$ cat config.mk
export PLATFORM = sky130hd
export DESIGN_NAME = telnet_command_filter
export DESIGN_NICKNAME = d
export VERILOG_FILES = /design/src/design/tcf_pkg.sv /design/src/design/tcf_reply.sv /design/src/design/telnet_command_filter.sv
export SDC_FILE = /design/constraint.sdc
export NUM_CORES = 1
export LEC_CHECK = 0
export CORE_MARGIN = 2
export CORE_UTILIZATION = 60
export CTS_CLUSTER_DIAMETER = 60
export CTS_CLUSTER_SIZE = 14
export DETAILED_ROUTE_END_ITERATION = 7
export DONT_BUFFER_PORTS = 1
export HOLD_SLACK_MARGIN = 0.1
export PLACE_DENSITY = 0.76
export SYNTH_ARGS = -nofsm -noshare
export SYNTH_HDL_FRONTEND = slang
export SYNTH_SLANG_ARGS = --single-unit
$ cat constraint.sdc
create_clock -name clk -period 4.9 [get_ports clk]
set_input_delay 0.98 -clock clk [delete_from_list [all_inputs] [get_ports clk]]
set_output_delay 0.98 -clock clk [all_outputs]
set_load 0.005 [all_outputs]
$ cat src/design/tcf_pkg.sv
package tcf_pkg;

	localparam logic [7:0] IAC       = 8'hff;
	localparam logic [7:0] CMD_WILL  = 8'd251;
	localparam logic [7:0] CMD_WONT  = 8'd252;
	localparam logic [7:0] CMD_DO    = 8'd253;
	localparam logic [7:0] CMD_DONT  = 8'd254;
	localparam logic [7:0] CMD_SB    = 8'd250;
	localparam logic [7:0] CMD_SE    = 8'd240;
	localparam logic [7:0] OPT_ECHO  = 8'd1;
	localparam logic [7:0] OPT_SGA   = 8'd3;
	localparam logic [7:0] OPT_TTYPE = 8'd24;
	localparam logic [7:0] OPT_NAWS  = 8'd31;
	localparam logic [7:0] SUB_IS    = 8'd0;

	localparam logic [1:0] HELD_FULL = 2'd3;

	localparam int MAX_TERM_CHARS_DEF = 8;

	// register indexes on the write port
	localparam logic [2:0] REG_PASSTHROUGH = 3'd0;
	localparam logic [2:0] REG_COLUMNS     = 3'd1;
	localparam logic [2:0] REG_ROWS        = 3'd2;
	localparam logic [2:0] REG_TTYPE_CHARS = 3'd3;
	localparam logic [2:0] REG_TTYPE_LEN   = 3'd4;

	localparam logic [15:0] COLUMNS_RST = 16'd80;
	localparam logic [15:0] ROWS_RST    = 16'd24;

	typedef enum logic [1:0] {
		RK_PASS,
		RK_WILL,
		RK_DO,
		RK_TTYPE
	} reply_kind_t;

	// one pending run of results: kind, its byte (data or option), index of last result
	typedef struct packed {
		reply_kind_t kind;
		logic [7:0]  data;
		logic [3:0]  last_idx;
	} reply_t;

endpackage

$ cat src/design/tcf_reply.sv
module tcf_reply (
	input  logic             clk,
	input  logic             arst_n,
	input  logic             rep_valid,
	input  tcf_pkg::reply_t  rep,
	output logic             rep_done,
	input  logic [15:0]      page_columns,
	input  logic [15:0]      page_rows,
	input  logic [63:0]      term_type_chars,
	output logic             out_valid,
	input  logic             out_ready,
	output logic             destination,
	output logic [7:0]       out_byte,
	output logic             last_of_run
);

	logic [3:0] idx_q;
	logic       out_valid_q;
	logic       dest_q;
	logic [7:0] byte_q;
	logic       last_q;

	logic       move;
	logic       is_last;
	logic       dest_d;
	logic [7:0] byte_d;
	logic [3:0] char_idx;
	logic [7:0] name_char;

	assign move     = !out_valid_q || out_ready;
	assign is_last  = (idx_q == rep.last_idx);
	assign rep_done = rep_valid && move && is_last;

	assign char_idx  = idx_q - 4'd4;
	assign name_char = term_type_chars[{char_idx[2:0], 3'b000} +: 8];

	always_comb begin
		dest_d = 1'b1;
		byte_d = tcf_pkg::IAC;
		case (rep.kind)
			tcf_pkg::RK_PASS: begin
				dest_d = 1'b0;
				byte_d = rep.data;
			end
			tcf_pkg::RK_WILL: begin
				case (idx_q)
					4'd0: byte_d = tcf_pkg::IAC;
					4'd1: byte_d = (rep.data == tcf_pkg::OPT_ECHO || rep.data == tcf_pkg::OPT_SGA)
						? tcf_pkg::CMD_DO : tcf_pkg::CMD_DONT;
					default: byte_d = rep.data;
				endcase
			end
			tcf_pkg::RK_DO: begin
				case (idx_q)
					4'd0: byte_d = tcf_pkg::IAC;
					4'd1: byte_d = (rep.data == tcf_pkg::OPT_TTYPE || rep.data == tcf_pkg::OPT_NAWS)
						? tcf_pkg::CMD_WILL : tcf_pkg::CMD_WONT;
					4'd2: byte_d = rep.data;
					4'd3: byte_d = tcf_pkg::IAC;
					4'd4: byte_d = tcf_pkg::CMD_SB;
					4'd5: byte_d = tcf_pkg::OPT_NAWS;
					4'd6: byte_d = page_columns[15:8];
					4'd7: byte_d = page_columns[7:0];
					4'd8: byte_d = page_rows[15:8];
					4'd9: byte_d = page_rows[7:0];
					4'd10: byte_d = tcf_pkg::IAC;
					default: byte_d = tcf_pkg::CMD_SE;
				endcase
			end
			default: begin
				// terminal-type: IAC SB 24 IS <name> IAC SE
				if (is_last) begin
					byte_d = tcf_pkg::CMD_SE;
				end else if (idx_q == rep.last_idx - 4'd1) begin
					byte_d = tcf_pkg::IAC;
				end else begin
					case (idx_q)
						4'd0: byte_d = tcf_pkg::IAC;
						4'd1: byte_d = tcf_pkg::CMD_SB;
						4'd2: byte_d = tcf_pkg::OPT_TTYPE;
						4'd3: byte_d = tcf_pkg::SUB_IS;
						default: byte_d = name_char;
					endcase
				end
			end
		endcase
	end

	always_ff @(posedge clk or negedge arst_n) begin
		if (!arst_n) begin
			idx_q       <= '0;
			out_valid_q <= 1'b0;
		end else if (move) begin
			out_valid_q <= rep_valid;
			if (rep_valid) begin
				idx_q <= is_last ? 4'd0 : idx_q + 4'd1;
			end
		end
	end

	always_ff @(posedge clk) begin
		if (move && rep_valid) begin
			dest_q <= dest_d;
			byte_q <= byte_d;
			last_q <= is_last;
		end
	end

	assign out_valid   = out_valid_q;
	assign destination = dest_q;
	assign out_byte    = byte_q;
	assign last_of_run = last_q;

endmodule

$ cat src/design/telnet_command_filter.sv
// An accepted item is registered in the reply stage, and each of its results then in
// the output register. Throughput: one result per cycle while out_ready is high; a
// reply run of up to 14 results holds the reply stage, set by the result counter.
// Items that only advance command state produce nothing and do not fill the reply stage.
// Reset (arst_n low, asynchronous) clears command state and empties both stages;
// registers return to passthrough off, 80 columns, 24 rows, empty terminal name.
module telnet_command_filter #(
	parameter int MAX_TERM_CHARS = tcf_pkg::MAX_TERM_CHARS_DEF
) (
	input  logic        clk,
	input  logic        arst_n,
	input  logic        wr_en,
	input  logic [2:0]  wr_index,
	input  logic [63:0] wr_data,
	input  logic        in_valid,
	output logic        in_ready,
	input  logic [7:0]  rx_byte,
	output logic        out_valid,
	input  logic        out_ready,
	output logic        destination,
	output logic [7:0]  out_byte,
	output logic        last_of_run
);

	logic        passthrough_q;
	logic [15:0] columns_q;
	logic [15:0] rows_q;
	logic [63:0] ttype_chars_q;
	logic [3:0]  ttype_len_q;

	logic        in_cmd_q;
	logic [7:0]  cmd_q;
	logic [7:0]  opt_q;
	logic [1:0]  held_q;

	logic            rep_valid_s1;
	tcf_pkg::reply_t rep_s1;

	logic            in_fire;
	logic            rep_done;
	logic            emit_d;
	tcf_pkg::reply_t rep_d;
	logic            n_in_cmd;
	logic [7:0]      n_cmd;
	logic [7:0]      n_opt;
	logic [1:0]      n_held;
	logic [7:0]      cmd_w;
	logic [7:0]      opt_w;
	logic [1:0]      held_w;
	logic            close;
	logic [3:0]      name_len;

	assign in_ready = !rep_valid_s1 || rep_done;
	assign in_fire  = in_valid && in_ready;

	assign name_len = (ttype_len_q > 4'(MAX_TERM_CHARS)) ? 4'(MAX_TERM_CHARS) : ttype_len_q;

	always_ff @(posedge clk or negedge arst_n) begin
		if (!arst_n) begin
			passthrough_q <= 1'b0;
			columns_q     <= tcf_pkg::COLUMNS_RST;
			rows_q        <= tcf_pkg::ROWS_RST;
			ttype_chars_q <= '0;
			ttype_len_q   <= '0;
		end else if (wr_en) begin
			case (wr_index)
				tcf_pkg::REG_PASSTHROUGH: passthrough_q <= wr_data[0];
				tcf_pkg::REG_COLUMNS:     columns_q     <= wr_data[15:0];
				tcf_pkg::REG_ROWS:        rows_q        <= wr_data[15:0];
				tcf_pkg::REG_TTYPE_CHARS: ttype_chars_q <= wr_data;
				tcf_pkg::REG_TTYPE_LEN:   ttype_len_q   <= wr_data[3:0];
				default: ;
			endcase
		end
	end

	always_comb begin
		n_in_cmd = in_cmd_q;
		n_cmd    = cmd_q;
		n_opt    = opt_q;
		n_held   = held_q;
		emit_d   = 1'b0;
		close    = 1'b0;
		rep_d    = '{kind: tcf_pkg::RK_PASS, data: rx_byte, last_idx: 4'd0};
		cmd_w    = (held_q == 2'd1) ? rx_byte : cmd_q;
		opt_w    = (held_q == 2'd2) ? rx_byte : opt_q;
		held_w   = (held_q == tcf_pkg::HELD_FULL) ? held_q : held_q + 2'd1;
		if (passthrough_q) begin
			emit_d = 1'b1;
		end else if (in_cmd_q) begin
			n_cmd  = cmd_w;
			n_opt  = opt_w;
			n_held = held_w;
			case (cmd_w)
				tcf_pkg::CMD_WILL: begin
					if (held_w == tcf_pkg::HELD_FULL) begin
						close  = 1'b1;
						emit_d = 1'b1;
						rep_d  = '{kind: tcf_pkg::RK_WILL, data: opt_w, last_idx: 4'd2};
					end
				end
				tcf_pkg::CMD_DO: begin
					if (held_w == tcf_pkg::HELD_FULL) begin
						close  = 1'b1;
						emit_d = 1'b1;
						rep_d  = '{kind: tcf_pkg::RK_DO, data: opt_w,
							last_idx: (opt_w == tcf_pkg::OPT_NAWS) ? 4'd11 : 4'd2};
					end
				end
				tcf_pkg::CMD_WONT, tcf_pkg::CMD_DONT: begin
					close = (held_w == tcf_pkg::HELD_FULL);
				end
				tcf_pkg::CMD_SB: begin
					if (rx_byte == tcf_pkg::CMD_SE) begin
						close = 1'b1;
						if (opt_w == tcf_pkg::OPT_TTYPE) begin
							emit_d = 1'b1;
							rep_d  = '{kind: tcf_pkg::RK_TTYPE, data: opt_w,
								last_idx: 4'd5 + name_len};
						end
					end
				end
				default: close = 1'b1;
			endcase
			if (close) begin
				n_in_cmd = 1'b0;
				n_cmd    = '0;
				n_opt    = '0;
				n_held   = '0;
			end
		end else if (rx_byte == tcf_pkg::IAC) begin
			n_in_cmd = 1'b1;
			n_cmd    = '0;
			n_opt    = '0;
			n_held   = 2'd1;
		end else begin
			emit_d = 1'b1;
		end
	end

	always_ff @(posedge clk or negedge arst_n) begin
		if (!arst_n) begin
			in_cmd_q     <= 1'b0;
			cmd_q        <= '0;
			opt_q        <= '0;
			held_q       <= '0;
			rep_valid_s1 <= 1'b0;
		end else begin
			if (in_fire) begin
				in_cmd_q <= n_in_cmd;
				cmd_q    <= n_cmd;
				opt_q    <= n_opt;
				held_q   <= n_held;
			end
			if (in_fire) begin
				rep_valid_s1 <= emit_d;
			end else if (rep_done) begin
				rep_valid_s1 <= 1'b0;
			end
		end
	end

	always_ff @(posedge clk) begin
		if (in_fire && emit_d) begin
			rep_s1 <= rep_d;
		end
	end

	tcf_reply u_reply (
		.clk             (clk),
		.arst_n          (arst_n),
		.rep_valid       (rep_valid_s1),
		.rep             (rep_s1),
		.rep_done        (rep_done),
		.page_columns    (columns_q),
		.page_rows       (rows_q),
		.term_type_chars (ttype_chars_q),
		.out_valid       (out_valid),
		.out_ready       (out_ready),
		.destination     (destination),
		.out_byte        (out_byte),
		.last_of_run     (last_of_run)
	);

endmodule

==> out/qor.csv <==
stage,metric,value,unit
timing,skew final,0.00659,ns
synth,Main synth FF type,dfrtp_1,
layout,synth-to-layout area growth,9.27,%
synth,Syn Inst Count,620,
global_route,initial antenna violation count,0,
synth,"FFs w/ async S/R, synth",0.840,
route,met2 routed WL,8370,microns
job,Max-Cap Viols,0,
route,via count,5173,
cts,clock tree buffer depth,2,
layout,"final std cell area, no fill",8260,sq um
die,Die W,116,microns
run_status,status,"complete, no violations",
timing,Least-Margin Pin Slew,1.07,ns
synth,ranking of synthesized cells by area,"dfrtp_1 40%, mux2_2 15%, edfxtp_1 9.5%",
placed_design,placed cells,760,
cts,Root Driver,clkbuf_16,
global_route,total track usage,0.279,
die,row count,40,
critical_path,Crit path required time,3.92,ns
layout,fin nets,697,
cts,Clock Pin Slew Worst Setup and Hold Paths,0.06,ns
synth,most instantiated cells after synthesis,"122 x dfrtp_1, 101 x mux2_2, 37 x nand2_1",
layout,Final Non-Filler Cells,792,
critical_path,Crit. Startpoint,u_reply.idx_q[1]$_DFFE_PN0P_,
cts,H-tree levels,4,
route,Avg Vias per Cell,6.53,
critical_path,R2R Path Start,u_reply.idx_q[1]$_DFFE_PN0P_,
critical_path,Setup crit end kind,output pin,
die,die area,13500,sq um
critical_path,max incr delay on CP,1.05,ns
timing,fmax,286,MHz
critical_path,CP Data Arrival Time,2.52,ns
critical_path,crit-path cells,"xnor2_1, nand4b_1, o21ai_1",
critical_path,CP Max Fanout,22,
synth,Synth cell types,69,
timing,Final setup violation count,0,
synth,Post-Syn Area,7550,sq um
placed_design,IO buf count,0,
pwr,Worst VDD drop,313,uV
synth,"Seq/Total Area, Yosys",0.513,
route,Highest Signal Layer,met4,
timing,"Slew Viols, Final",0,
route,# DRC,0,
route,post-DR wirelength/cell,22.4,microns
die,Initial Utilization,0.621,
pwr,Pwr per Cell Area,535,nW/um^2
cts,CTS Buf Count,17,
layout,fillcell total,898,
timing,Fin. Hold Viols,0,
critical_path,slowest CP cell,dfrtp_1,
synth,Synth Area per Inst,12.2,sq um
pwr,Design Power,0.00441,W
timing,Sum Neg Setup Slack,0,ns
layout,ant diodes,0,
synth,"EDFF count, synth",24,
critical_path,CP Launch Type,register,
global_route,vias in the first global route,5228,
synth,number of synthesis warnings,0,
die,I/O pin count,92,
route,DRT Pass-1 Iters,5,
synth,cell accounting for the most synthesized area,dfrtp_1,
cts,CTS tree,done,
cts,number of gates resized after CTS,0,
placed_design,dpl cell area,7670,sq um
cts,clk sinks,150,
route,WL met1,7820,microns
global_route,grt ovf,0,
pwr,static leakage,3.32,nW
cts,worst skew pair latency,0.42,ns
timing,min cycle time layout,3.50,ns
layout,share of cells above drive strength 1,0.271,
placed_design,DP Wirelength,12600,microns
synth,most common cell in the netlist,dfrtp_1,
min_path,Min-Delay Path Class,primary input to asynchronous set/reset pin,
global_route,wire length of the first global-routing pass,28000,microns
die,die height,116,microns
route,drt initial violations,449,
route,Post-DRT Antenna Nets,0,
synth,Synth top area share,0.404,
synth,"Net Count, Synth",706,
route,routed wire length,17800,microns
placed_design,routability cong.,0.875,
cts,hold_buf cts,0,
die,Core Area,12200,sq um
route,Detail Route met3 WL,1260,microns
global_route,largest net degree at the start of global routing,127,
timing,RSZ-0062 raised after global routing,false,
timing,Slew HR,0.289,
timing,crit share post-route,0.714,
cts,Setup Buffers After CTS,0,
synth,#FFs+latches synth,150,
critical_path,CP Class,register to output pin,
[cell families after synthesis]
group	share of synthesized area
simple gates	0.109
flops	0.513
compound gates	0.122
mux	0.213
buf+inv	0.0243
xor+xnor	0.00927
fa+ha+maj	0.00994
[flip-flops by register name (all words and copies together), names as in the netlist]
name and cells:
u_reply.destination 1, opt_q 8, passthrough_q 1, cmd_q 8
ttype_chars_q 64, in_cmd_q 1, rep_s1 14, u_reply.out_byte 8
rep_valid_s1 1, held_q 2, ttype_len_q 4, columns_q 16
u_reply.out_valid 1, u_reply.idx_q 4, rows_q 16, u_reply.last_of_run 1
[power by group]
group / total (W) / leakage [nW] / internal [W] / switching [W]
combinational: 0.00133 / 1.28 / 0.000651 / 0.000675
clock: 0.00126 / 0.290 / 0.000769 / 0.000491
sequential: 0.00183 / 1.75 / 0.00156 / 0.000264
total: 0.00441 / 3.32 / 0.00298 / 0.00143
[final cells by class]
cell class | instances | area, sq um | share of cell area
Clock buffer | 21 | 493 | 0.0597
Timing Repair Buffer | 5 | 37.5 | 0.00455
Clock inverter | 11 | 93.8 | 0.0114
Tap cell | 168 | 210 | 0.0255
Inverter | 12 | 45.0 | 0.00546
Multi-Input combinational cell | 425 | 3500 | 0.424
Sequential cell | 150 | 3880 | 0.470
[cell usage in the layout, fill, tap and decap left out, types with 17 or more instances in the layout]
| cell | n |
|---|---|
| a21oi_1 | 25 |
| a22o_1 | 22 |
| clkbuf_16 | 19 |
| dfrtp_1 | 122 |
| edfxtp_1 | 24 |
| mux2_2 | 101 |
| nand2_1 | 37 |
| nand2b_1 | 17 |
| nand3_1 | 17 |
| nor2_1 | 25 |
[routing by layer]
layer / track usage / vias to the layer above
met4: 0.0881 / 0
met1: 0.395 / 2597
li1: - / 2326
met5: 0 / -
met2: 0.427 / 223
met3: 0.0727 / 27
[worst paths after layout]
path	to	slack (ns)	cells past startpoint
max reg2reg	u_reply.out_byte[0]$_DFFE_PP_	1.53	7
max	in_ready	1.40	3
min reg2reg	cmd_q[3]$_DFFE_PN0P_	0.49	1
min in group clk	cmd_q[3]$_DFFE_PN0P_	0.49	1
max in group asynchronous	rows_q[3]$_DFFE_PN1P_	4.33	0
min	ttype_chars_q[13]$_DFFE_PN0P_	0.26	0
[per-stage QoR]
step / utilization / worst slack [ns] / hold WS [ns]
after detailed placement: 0.631 / 1.68 / 0.479
after global placement: 0.631 / 1.74 / 0.473
after global routing: 0.679 / 1.17 / 0.233
after CTS: 0.679 / 1.35 / 0.240
after floorplan: - / 1.42 / 0.453
final: 0.679 / 1.40 / 0.256
[worst max-delay path: cells and delay by family, from the launching register on]
family / cells / cell delay, ns
and+or+nand+nor: 1 / 0.32
DFF: 1 / 1.05
xor gates and xnor gates: 1 / 0.21
AOI/OAI and AO/OA: 1 / 0.51
Power figures use the tool's default switching activity.
